`config.mk`:
```
export PLATFORM = sky130hd
export DESIGN_NAME = hca_header_parser
export DESIGN_NICKNAME = d
export VERILOG_FILES = /design/src/hdl/hca_pkg.sv /design/src/hdl/hca_parser.sv /design/src/hdl/hca_check.sv /design/src/hdl/hca_header_parser.sv
export SDC_FILE = /design/constraint.sdc
export NUM_CORES = 2
export LEC_CHECK = 0
export BUFFER_PORTS_ARGS = -buffer_cell sky130_fd_sc_hd__buf_2
export CAP_MARGIN = 20
export CORE_MARGIN = 10
export CORE_UTILIZATION = 45
export DETAILED_ROUTE_END_ITERATION = 8
export SLEW_MARGIN = 25
export SYNTH_ARGS = -nofsm -noshare
export SYNTH_HDL_FRONTEND = slang
export SYNTH_SLANG_ARGS = --single-unit
```
`constraint.sdc`:
```
create_clock -name clk -period 35 [get_ports clk]
set_input_delay 3.5 -clock clk [delete_from_list [all_inputs] [get_ports clk]]
set_output_delay 3.5 -clock clk [all_outputs]
set_load 0.005 [all_outputs]
```
`src/hdl/hca_pkg.sv`:
```
package hca_pkg;

  localparam int POS_BITS = 32;
  localparam int PROD_BITS = 48;
  localparam int CMP_BITS = (POS_BITS > PROD_BITS) ? POS_BITS : PROD_BITS;

  localparam logic [1:0] ST_OK = 2'd0;
  localparam logic [1:0] ST_BAD_SIG = 2'd1;
  localparam logic [1:0] ST_TRUNC = 2'd2;
  localparam logic [1:0] ST_EMPTY = 2'd3;

  typedef struct packed {
    logic                sig_flag;
    logic                unfinished;
    logic [POS_BITS-1:0] pos;
    logic [15:0]         ver;
    logic [15:0]         offs;
    logic [31:0]         format;
    logic [31:0]         blocks;
    logic [15:0]         bsize;
    logic [31:0]         lstart;
    logic [31:0]         lend;
    logic [31:0]         vol;
  } hca_snap_t;

endpackage

```
`src/hdl/hca_parser.sv`:
```
module hca_parser (
  input  logic               clk,
  input  logic               rst,
  input  logic               byte_valid,
  output logic               byte_stall,
  input  logic [7:0]         data_byte,
  input  logic               is_last,
  output logic               snap_valid,
  input  logic               snap_ready,
  output hca_pkg::hca_snap_t snap
);
  import hca_pkg::*;

  typedef enum logic [2:0] {
    PH_SIG,
    PH_VER,
    PH_OFFS,
    PH_TAG,
    PH_BODY,
    PH_DONE
  } phase_t;

  typedef enum logic [2:0] {
    K_NONE,
    K_FMT,
    K_DEC,
    K_RVA,
    K_ATH,
    K_LOOP,
    K_CIPH
  } kind_t;

  localparam logic [31:0] SIGN_MASK = 32'h7F7F7F7F;
  localparam logic [31:0] TAG_HCA = 32'h48434100;
  localparam logic [31:0] TAG_FMT = 32'h666D7400;
  localparam logic [31:0] TAG_DEC = 32'h64656300;
  localparam logic [31:0] TAG_RVA = 32'h72766100;
  localparam logic [31:0] TAG_ATH = 32'h61746800;
  localparam logic [31:0] TAG_LOOP = 32'h6C6F6F70;
  localparam logic [31:0] TAG_CIPH = 32'h63697068;
  localparam logic [31:0] TAG_PAD = 32'h70616400;
  localparam logic [POS_BITS-1:0] POS_MAX = '1;

  logic [POS_BITS-1:0] pos, pos_next;
  phase_t              phase, phase_next;
  logic [31:0]         shifter, shifter_next;
  logic [3:0]          idx, idx_next;
  kind_t               kind, kind_next;
  logic                finished, finished_next;
  logic                sig_bad, sig_bad_next;
  logic [15:0]         ver, ver_next;
  logic [15:0]         offs, offs_next;
  logic [31:0]         format, format_next;
  logic [31:0]         blocks, blocks_next;
  logic [15:0]         bsize, bsize_next;
  logic [31:0]         lstart, lstart_next;
  logic [31:0]         lend, lend_next;
  logic [31:0]         vol, vol_next;

  logic [31:0] shift_in;
  logic [31:0] masked;
  logic [3:0]  idx_inc;
  logic [3:0]  body_end;
  logic [15:0] bound_offs;
  logic        at_bound;
  logic        byte_accept;

  assign byte_stall = snap_valid && !snap_ready;
  assign byte_accept = byte_valid && !byte_stall;

  always_comb begin
    pos_next = (pos == POS_MAX) ? pos : pos + 1'b1;
    phase_next = phase;
    shifter_next = shifter;
    idx_next = idx;
    kind_next = kind;
    finished_next = finished;
    sig_bad_next = sig_bad;
    ver_next = ver;
    offs_next = offs;
    format_next = format;
    blocks_next = blocks;
    bsize_next = bsize;
    lstart_next = lstart;
    lend_next = lend;
    vol_next = vol;
    shift_in = {shifter[23:0], data_byte};
    masked = shift_in & SIGN_MASK;
    idx_inc = idx + 4'd1;
    bound_offs = offs;
    at_bound = 1'b0;
    case (kind)
      K_FMT, K_LOOP: body_end = 4'd12;
      K_DEC: body_end = 4'd8;
      K_RVA: body_end = 4'd4;
      default: body_end = 4'd2;
    endcase
    if (phase != PH_DONE) begin
      shifter_next = shift_in;
      idx_next = idx_inc;
      case (phase)
        PH_SIG: begin
          if (idx_inc == 4'd4) begin
            idx_next = 4'd0;
            if (masked != TAG_HCA) begin
              sig_bad_next = 1'b1;
              phase_next = PH_DONE;
            end else begin
              phase_next = PH_VER;
            end
          end
        end
        PH_VER: begin
          if (idx_inc == 4'd2) begin
            ver_next = shift_in[15:0];
            idx_next = 4'd0;
            phase_next = PH_OFFS;
          end
        end
        PH_OFFS: begin
          if (idx_inc == 4'd2) begin
            offs_next = shift_in[15:0];
            bound_offs = shift_in[15:0];
            at_bound = 1'b1;
          end
        end
        PH_TAG: begin
          if (idx_inc == 4'd4) begin
            idx_next = 4'd0;
            phase_next = PH_BODY;
            if (masked == TAG_FMT) begin
              kind_next = K_FMT;
            end else if (masked == TAG_DEC) begin
              kind_next = K_DEC;
            end else if (masked == TAG_RVA) begin
              kind_next = K_RVA;
            end else if (masked == TAG_ATH) begin
              kind_next = K_ATH;
            end else if (masked == TAG_LOOP) begin
              kind_next = K_LOOP;
            end else if (masked == TAG_CIPH) begin
              kind_next = K_CIPH;
            end else if (masked == TAG_PAD) begin
              at_bound = 1'b1;
            end else begin
              phase_next = PH_DONE;
              finished_next = 1'b1;
            end
          end
        end
        PH_BODY: begin
          case (kind)
            K_FMT: begin
              if (idx_inc == 4'd4) format_next = shift_in;
              if (idx_inc == 4'd8) blocks_next = shift_in;
            end
            K_DEC: begin
              if (idx_inc == 4'd2) bsize_next = shift_in[15:0];
            end
            K_RVA: begin
              if (idx_inc == 4'd4) vol_next = shift_in;
            end
            K_LOOP: begin
              if (idx_inc == 4'd4) lstart_next = shift_in;
              if (idx_inc == 4'd8) lend_next = shift_in + 32'd1;
            end
            default: begin
            end
          endcase
          if (idx_inc >= body_end) at_bound = 1'b1;
        end
        default: begin
        end
      endcase
      if (at_bound) begin
        idx_next = 4'd0;
        kind_next = K_NONE;
        if (pos_next < POS_BITS'(bound_offs)) begin
          phase_next = PH_TAG;
        end else begin
          phase_next = PH_DONE;
          finished_next = 1'b1;
        end
      end
    end
  end

  always_ff @(posedge clk) begin
    if (rst) begin
      pos <= '0;
      phase <= PH_SIG;
      shifter <= '0;
      idx <= '0;
      kind <= K_NONE;
      finished <= 1'b0;
      sig_bad <= 1'b0;
      ver <= '0;
      offs <= '0;
      format <= '0;
      blocks <= '0;
      bsize <= '0;
      lstart <= '0;
      lend <= '0;
      vol <= '0;
      snap_valid <= 1'b0;
    end else begin
      if (byte_accept && is_last) begin
        snap_valid <= 1'b1;
      end else if (snap_ready) begin
        snap_valid <= 1'b0;
      end
      if (byte_accept) begin
        if (is_last) begin
          snap.sig_flag <= sig_bad_next || (phase_next == PH_SIG);
          snap.unfinished <= !finished_next;
          snap.pos <= pos_next;
          snap.ver <= ver_next;
          snap.offs <= offs_next;
          snap.format <= format_next;
          snap.blocks <= blocks_next;
          snap.bsize <= bsize_next;
          snap.lstart <= lstart_next;
          snap.lend <= lend_next;
          snap.vol <= vol_next;
          pos <= '0;
          phase <= PH_SIG;
          shifter <= '0;
          idx <= '0;
          kind <= K_NONE;
          finished <= 1'b0;
          sig_bad <= 1'b0;
          ver <= '0;
          offs <= '0;
          format <= '0;
          blocks <= '0;
          bsize <= '0;
          lstart <= '0;
          lend <= '0;
          vol <= '0;
        end else begin
          pos <= pos_next;
          phase <= phase_next;
          shifter <= shifter_next;
          idx <= idx_next;
          kind <= kind_next;
          finished <= finished_next;
          sig_bad <= sig_bad_next;
          ver <= ver_next;
          offs <= offs_next;
          format <= format_next;
          blocks <= blocks_next;
          bsize <= bsize_next;
          lstart <= lstart_next;
          lend <= lend_next;
          vol <= vol_next;
        end
      end
    end
  end

endmodule

```
`src/hdl/hca_check.sv`:
```
module hca_check (
  input  logic               clk,
  input  logic               rst,
  input  logic               snap_valid,
  output logic               snap_ready,
  input  hca_pkg::hca_snap_t snap,
  output logic               result_valid,
  input  logic               result_stall,
  output logic [1:0]         status,
  output logic [15:0]        format_version,
  output logic [1:0]         channel_count,
  output logic [23:0]        sample_rate,
  output logic [31:0]        blocks_total,
  output logic [15:0]        bytes_per_block,
  output logic [31:0]        loop_first,
  output logic [31:0]        loop_past_end,
  output logic [31:0]        volume_bits,
  output logic [15:0]        payload_start
);
  import hca_pkg::*;

  logic                 mid_valid;
  logic                 mid_sig_flag;
  logic                 mid_unfinished;
  logic [POS_BITS-1:0]  mid_pos;
  logic [PROD_BITS-1:0] mid_dsize;
  logic [15:0]          mid_ver;
  logic [1:0]           mid_ch;
  logic [23:0]          mid_rate;
  logic [31:0]          mid_blocks;
  logic [15:0]          mid_bsize;
  logic [31:0]          mid_lstart;
  logic [31:0]          mid_lend;
  logic [31:0]          mid_vol;
  logic [15:0]          mid_offs;

  logic                 mid_ready;
  logic                 out_load;
  logic [PROD_BITS-1:0] product;
  logic [1:0]           ch_clamp;
  logic [CMP_BITS:0]    need;
  logic [1:0]           status_next;

  assign out_load = mid_valid && (!result_valid || !result_stall);
  assign mid_ready = !mid_valid || out_load;
  assign snap_ready = mid_ready;

  assign product = snap.blocks * snap.bsize;
  assign ch_clamp = (snap.format[31:24] > 8'd2) ? 2'd2 : snap.format[25:24];
  assign need = (CMP_BITS + 1)'(mid_offs) + (CMP_BITS + 1)'(mid_dsize);

  always_comb begin
    if (mid_sig_flag) begin
      status_next = ST_BAD_SIG;
    end else if (mid_unfinished) begin
      status_next = ST_TRUNC;
    end else if (mid_dsize == '0) begin
      status_next = ST_EMPTY;
    end else if ((CMP_BITS + 1)'(mid_pos) < need) begin
      status_next = ST_TRUNC;
    end else begin
      status_next = ST_OK;
    end
  end

  always_ff @(posedge clk) begin
    if (rst) begin
      mid_valid <= 1'b0;
      result_valid <= 1'b0;
    end else begin
      if (out_load) begin
        result_valid <= 1'b1;
      end else if (!result_stall) begin
        result_valid <= 1'b0;
      end
      if (snap_valid && mid_ready) begin
        mid_valid <= 1'b1;
      end else if (out_load) begin
        mid_valid <= 1'b0;
      end
    end
    if (snap_valid && mid_ready) begin
      mid_sig_flag <= snap.sig_flag;
      mid_unfinished <= snap.unfinished;
      mid_pos <= snap.pos;
      mid_dsize <= product;
      mid_ver <= snap.ver;
      mid_ch <= ch_clamp;
      mid_rate <= snap.format[23:0];
      mid_blocks <= snap.blocks;
      mid_bsize <= snap.bsize;
      mid_lstart <= snap.lstart;
      mid_lend <= (snap.lend == 32'd0) ? snap.blocks : snap.lend;
      mid_vol <= snap.vol;
      mid_offs <= snap.offs;
    end
    if (out_load) begin
      status <= status_next;
      format_version <= mid_ver;
      channel_count <= mid_ch;
      sample_rate <= mid_rate;
      blocks_total <= mid_blocks;
      bytes_per_block <= mid_bsize;
      loop_first <= mid_lstart;
      loop_past_end <= mid_lend;
      volume_bits <= mid_vol;
      payload_start <= mid_offs;
    end
  end

endmodule

```
`src/hdl/hca_header_parser.sv`:
```
// Header parser for an audio file that arrives as a stream of byte beats.
// The byte channel (byte_valid, byte_stall, data_byte, is_last) carries one
// file byte per beat; is_last marks the final byte of a file. The result
// channel (result_valid, result_stall and the field ports) carries one beat
// per file with the captured header fields and a status code.
// A byte beat is taken in every cycle in which byte_valid is high and byte_stall is low.
// Each accepted byte updates the registered parser state; no loop spans bytes.
// The result passes three registers after its last byte: a snapshot of the
// captured fields, the registered block-count by block-size product, and
// the output register where the payload size check sets the status.
// The next file may begin right after a last byte unless byte_stall holds it.
// While the receiver stalls, the result holds on the outputs, and the two
// stages behind it fill; byte_stall rises only when a last byte's snapshot
// cannot move on, so bytes that are not last keep flowing until then.
// A synchronous reset clears the parser to expect a signature and empties
// all result stages; rst is active high.
module hca_header_parser (
  input  logic        clk,
  input  logic        rst,
  input  logic        byte_valid,
  output logic        byte_stall,
  input  logic [7:0]  data_byte,
  input  logic        is_last,
  output logic        result_valid,
  input  logic        result_stall,
  output logic [1:0]  status,
  output logic [15:0] format_version,
  output logic [1:0]  channel_count,
  output logic [23:0] sample_rate,
  output logic [31:0] blocks_total,
  output logic [15:0] bytes_per_block,
  output logic [31:0] loop_first,
  output logic [31:0] loop_past_end,
  output logic [31:0] volume_bits,
  output logic [15:0] payload_start
);
  import hca_pkg::*;

  logic      snap_valid;
  logic      snap_ready;
  hca_snap_t snap;

  hca_parser u_parser (
    .clk        (clk),
    .rst        (rst),
    .byte_valid (byte_valid),
    .byte_stall (byte_stall),
    .data_byte  (data_byte),
    .is_last    (is_last),
    .snap_valid (snap_valid),
    .snap_ready (snap_ready),
    .snap       (snap)
  );

  hca_check u_check (
    .clk             (clk),
    .rst             (rst),
    .snap_valid      (snap_valid),
    .snap_ready      (snap_ready),
    .snap            (snap),
    .result_valid    (result_valid),
    .result_stall    (result_stall),
    .status          (status),
    .format_version  (format_version),
    .channel_count   (channel_count),
    .sample_rate     (sample_rate),
    .blocks_total    (blocks_total),
    .bytes_per_block (bytes_per_block),
    .loop_first      (loop_first),
    .loop_past_end   (loop_past_end),
    .volume_bits     (volume_bits),
    .payload_start   (payload_start)
  );

endmodule
```
Yosys cells after proc, flatten, opt, wreduce, memory -nomap -nowiden
Cells that the tools add are included.

$lt $le $gt $ge: 4. Divide/modulo/power cells: 0. Equality and inequality tests: 22. Reductions and logical operators: 29. Mux-type cells: 117. Shift-type cells: 0. Bitwise logic cells: 1. $add $sub $neg: 4. Multipliers: 1.

Operators with widths (count): $mux W32 (28); $mux W16 (14); $eq A28 B28 Y1 const B (7); $mux W3 (25); $add A32 B1 Y32 const B (2); $add A16 B48 Y49 (1); $lt A32 B49 Y1 (1); $logic_not A48 Y1 (1); $mul A32 B16 Y48 (1); $mux W24 (2); $mux W1 (36); $eq A32 B32 Y1 const B (1); $logic_not A32 Y1 (1); $lt A32 B16 Y1 (1); $ne A28 B28 Y1 const B (1); $mux W4 (5); $eq A3 B2 Y1 const B (4); $pmux W4 S3 (1); $pmux W3 S3 (1); $gt A8 B2 Y1 const B (1); $pmux W4 S2 (1); $reduce_bool A8 Y1 (1); $eq A3 B1 Y1 const B (2); $eq A3 B3 Y1 const B (2); other kinds (20) (38).

Memories kept: 0. Output and inout bits: 206. RAM bits: 0. Input bits: 13. Bits in latches: 0. Register bits: 1009. Bits in read-only memories: 0. Logic and storage cells: 230.

Depth between registers and ports, before layout
Depth after elaboration: 15. Gate-level depth with buffers: 24.

Cells and area by module
Synthesis repeated with hierarchy kept, for this count alone.

Cell total of the unflattened synthesis: 4723. Area, all modules: 55548.3 um^2.

Modules (own cells, without submodules): hca_check (sequential area each 14694.1 um^2, times used 1, cells an instance 2734, area an instance 33454.6 um^2); hca_parser (sequential area each 12812.3 um^2, times used 1, cells an instance 1989, area an instance 22093.7 um^2).

Worst setup path before layout
Ideal clock, no wire load.

Path kind: input port to flip-flop. From: in result_stall. To: reg u_check.blocks_total[0], enable pin. Setup time: 1077 ps. Arrival time: 18196 ps. Required time: 33923 ps. Cell stages on the path: 1. Path buffers: 0. Setup slack: 15727 ps. Path through: a21boi_0.

Cells in the longest elaborated chain, start to end: 3.

RTL lines: start, declared (RTL line hca_header_parser.sv:25) `input logic result_stall,`; $logic_not A1 Y1 (RTL line hca_check.sv:44) `assign out_load = mid_valid && (!result_valid || !result_stall);`; $logic_or A1 B1 Y1 (RTL line hca_check.sv:44); $logic_and A1 B1 Y1 (RTL line hca_check.sv:44); end signal, assigned (RTL line hca_check.sv:102) `blocks_total <= mid_blocks;`; end, declared (RTL line hca_check.sv:13) `output logic [31:0] blocks_total,`.

No other way between the ends. A chain may end at the register's enable or synchronous reset.

Worst setup path after layout
From: in result_stall. To: out byte_stall.

Cells in the longest elaborated chain, start to end: 6.

RTL lines: $logic_not A1 Y1 (RTL line hca_check.sv:44); $logic_or A1 B1 Y1 (RTL line hca_check.sv:44); $logic_and A1 B1 Y1 (RTL line hca_check.sv:44); $logic_or A1 B1 Y1 (RTL line hca_check.sv:45) `assign mid_ready = !mid_valid || out_load;`; $logic_not A1 Y1 (RTL line hca_parser.sv:68) `assign byte_stall = snap_valid && !snap_ready;`; $logic_and A1 B1 Y1 (RTL line hca_parser.sv:68); end, declared (RTL line hca_header_parser.sv:21) `output logic byte_stall,`.

No other way between the ends.

==> flow_summary_export.csv <==
group,metric,value,unit
worst_setup_path,worst_setup_path_end_kind,"output port",
floorplanning,core_area,0.121,sq mm
floorplanning,die_height,369,um
sta,finalSetupViolCount,0,
detailed_routing,vias,35300,
worst_setup_path,r2r_setup_slack,27.60,ns
yosys,synthDistinctLibCells,90,
yosys,synth-main-ff-cell,"edfxtp_1",
job,maxCapViolations,0,
sta,slew-limit-headroom,27.6,%
worst_setup_path,worstSetupPathType,"primary input to output port",
worst_setup_path,r2r_cells,20,
sta,rsz0062_at_grt,"false",
sta,hold_violations,0,
placement,portBuffers,218,
worst_setup_path,crit_path_max_fanout,4,
clock_tree,clk_pin_slew_worst_paths,0.07,ns
detailed_routing,avgViaCountPerCell,5.42,
placement,post-place-ws,27.42,ns
pwr,power_density,49.9,mW/mm^2
yosys,synth_seq_cells,1009,
worst_setup_path,cp.arrival,4.08,ns
worst_setup_path,regToRegStartpoint,"u_parser.snap[120]",
sta,setup_tns,0,ns
floorplanning,fp.dieW,369,um
clock_tree,ctsResizeCount,0,
cells_and_area,final_cell_mix,"730 x edfxtp_1, 486 x inv_1, 462 x nand2_1, 419 x fa_1, 337 x nor2_1",
worst_setup_path,start_kind,"primary input",
yosys,synth_nets,5255,
cells_and_area,seq_area,0.0275,sq mm
yosys,seq_area_frac_synth,50.1,%
yosys,synth-async-reset-ratio,0,%
pwr,p_sw,0.000850,W
pwr,leakage,24.5,nW
worst_setup_path,reg2reg_to,"u_check.mid_dsize[40]",
clock_tree,post-cts-setup-buffers,0,
yosys,avgSynthCellArea,11.8,sq um
yosys,yosysWarningCount,0,
clock_tree,hold_buffers,0,
yosys,synth_edf_count,730,
detailed_routing,antenna_left,0,
global_route,grt_pass1_wl,219000,um
worst_setup_path,endpoint,"byte_stall",
yosys,synth_top_area_cell,"edfxtp_1",
pwr,power_frac_clock,38.6,%
detailed_routing,drt-total-wl,141000,um
cells_and_area,final_common_cell,"edfxtp_1",
global_route,antenna_found_initial,3,
placement,dp_hpwl,94400,um
floorplanning,ios,219,
yosys,netlist_top_cells_area,"edfxtp_1 40%, fa_1 15%, dfxtp_1 10%",
sta,worst_pin_slew,1.09,ns
run_status,status,"finished, final reports clean",
sta,finalWorstSetupSlack,27.42,ns
pwr,p_comb_share,17.6,%
pwr,seqPwrFrac,43.8,%
floorplanning,num_rows,128,
floorplanning,die-area,0.136,sq mm
pwr,intPower,0.00222,W
worst_setup_path,crit_start,"result_stall",
placement,place.gp.congestion,0.846,
floorplanning,start_util,45.2,%
cells_and_area,fin_nets,5423,
global_route,track_usage,20.6,%
global_route,grt_max_degree,136,
pwr,p_sw_share,27.7,%
clock_tree,clk_path_buf_depth,3,
yosys,synth_top_cell_area_share,40.0,%
clock_tree,htree_num_levels,3,
worst_setup_path,crit_required,31.50,ns
detailed_routing,first_pass_iters,5,
hold_path,hold_path_class,"register to register",
yosys,synth_cells,4633,
cells_and_area,multiInputGateArea,0.0246,sq mm
sta,skew,0.0509,ns
yosys,synth_area,0.0549,sq mm
sta,post-route-period-util,21.6,%
cells_and_area,drive_gt1_share,13.9,%
clock_tree,cts_tree,"yes",
cells_and_area,nFillCells,10800,
pwr,max-vdd-ir-drop,0.0444,mV
cells_and_area,area_growth,12.0,%
clock_tree,insertion_delay,0.71,ns
detailed_routing,drc_errors,0,
sta,slew_viol_final,0,
detailed_routing,routedWlPerCell,21.6,um
clock_tree,cts_root_buf,"clkbuf_16",
clock_tree,clock-sinks,1009,
sta,fmax,132,MHz
clock_tree,cts_made_buffers,105,
global_route,overflow,0,
sta,fin_crit,7.58,ns
global_route,grt_pass1_vias,36400,
detailed_routing,drt_first_iter_violations,2711,
## kinds of logic after synthesis
| kind of cell | Yosys count | share of synthesized area [%] |
|---|---|---|
| DFF | 1009 | 50.1 |
| muxes | 164 | 3.37 |
| AOI/OAI and AO/OA | 664 | 8.08 |
| xor gates and xnor gates | 141 | 2.25 |
| buffers and inverters | 735 | 5.12 |
| adders and majority gates | 609 | 19.6 |
| and+or+nand+nor | 1311 | 11.4 |
## critical path: stages
cell	delay (ns)
buf_2	0.14
nand4_1	0.22
inv_1	0.10
buf_2	0.12
## stage by stage
| step | hold WS [ns] | power (W) | util, % | cells | area [sq um] |
|---|---|---|---|---|---|
| global placement | 0.401 | 0.00190 | 47.6 | 6319 | 57800 |
| CTS | 0.370 | 0.00310 | 50.6 | 6519 | 61500 |
| floorplan | 0.400 | 0.00176 | - | 4633 | 54900 |
| finish | 0.378 | 0.00307 | 50.6 | 6520 | 61500 |
| global route | 0.387 | 0.00322 | 50.6 | 6519 | 61500 |
| detailed placement | 0.405 | 0.00190 | 47.6 | 6319 | 57800 |
## per-layer routing
| metal | up-vias | global-route usage (%) | part of all wire, % | wire length (um) |
|---|---|---|---|---|
| met5 | - | 0 | 0 | 0 |
| met4 | 0 | 7.00 | 3.0 | 4290 |
| met3 | 225 | 3.66 | 5.9 | 8300 |
| met2 | 987 | 34.1 | 48 | 67700 |
| met1 | 17900 | 27.1 | 43 | 60700 |
| li1 | 16200 | - | - | - |
## how the worst min path moves through the flow
stage	cells past startpoint	slack [ns]	startpoint	to
final	0	0.38	u_parser.snap[226]	u_check.mid_pos[18]
after global routing	0	0.39	u_check.mid_blocks[10]	u_check.blocks_total[10]
after CTS	0	0.37	u_parser.snap[226]	u_check.mid_pos[18]
after detailed placement	0	0.40	u_check.mid_blocks[20]	u_check.blocks_total[20]
after global placement	0	0.40	u_check.mid_bsize[8]	u_check.bytes_per_block[8]
after floorplan	0	0.40	u_check.mid_blocks[0]	u_check.blocks_total[0]
## state kept, by name, summed over array words and instances (netlist names), 32 cells and up
register,flops
u_check.blocks_total,32
u_check.mid_lend,32
u_parser.lstart,32
u_check.volume_bits,32
u_check.mid_dsize,48
u_check.loop_first,32
u_check.loop_past_end,32
u_check.mid_blocks,32
u_parser.format,32
u_parser.vol,32
u_parser.snap,242
u_parser.blocks,32
u_check.mid_vol,32
u_check.mid_lstart,32
u_check.mid_pos,32
u_parser.pos,32
u_parser.lend,32
## cells in the mapped netlist, types with 6 or more instances
cell type    n
o21a_1      10
and4_1      10
a31oi_1      6
nor2_1     340
mux2_1       9
nand2b_1    19
o21ai_0    121
xnor2_1     79
nor2b_1     12
xor2_1      62
edfxtp_1   730
ha_1       190
nor3_1      36
a22oi_1    244
dfxtp_1    279
inv_1      486
nor4b_1      9
o21bai_1     7
mux2_2     151
a21oi_1    117
nor4_1      29
and3_2       7
a21o_1      76
and2_1     219
nand3_1     53
a211oi_1    20
nand2_1    464
and3_1      19
or3_1       10
fa_1       419
or4_1        8
nand4_1     39
clkbuf_1   232
o211ai_1     9
## power groups by stage
stage	Combinational, W	Sequential (W)	Clock [W]
floorplan	0.000392	0.00136	0
global placement	0.000529	0.00137	0
detailed placement	0.000528	0.00137	0
CTS	0.000542	0.00134	0.00121
global route	0.000612	0.00134	0.00126
finish	0.000540	0.00134	0.00119
## cell type report
| class | instances | area share (%) |
|---|---|---|
| Inverter | 488 | 2.98 |
| Sequential cell | 1009 | 44.8 |
| Multi-Input combinational cell | 2889 | 40.0 |
| Timing Repair Buffer | 308 | 2.91 |
| Tap cell | 1625 | 3.31 |
| Antenna cell | 1 | 0.00407 |
| Clock inverter | 72 | 1.45 |
| Clock buffer | 128 | 4.58 |
(Power assumes the default switching activity.)
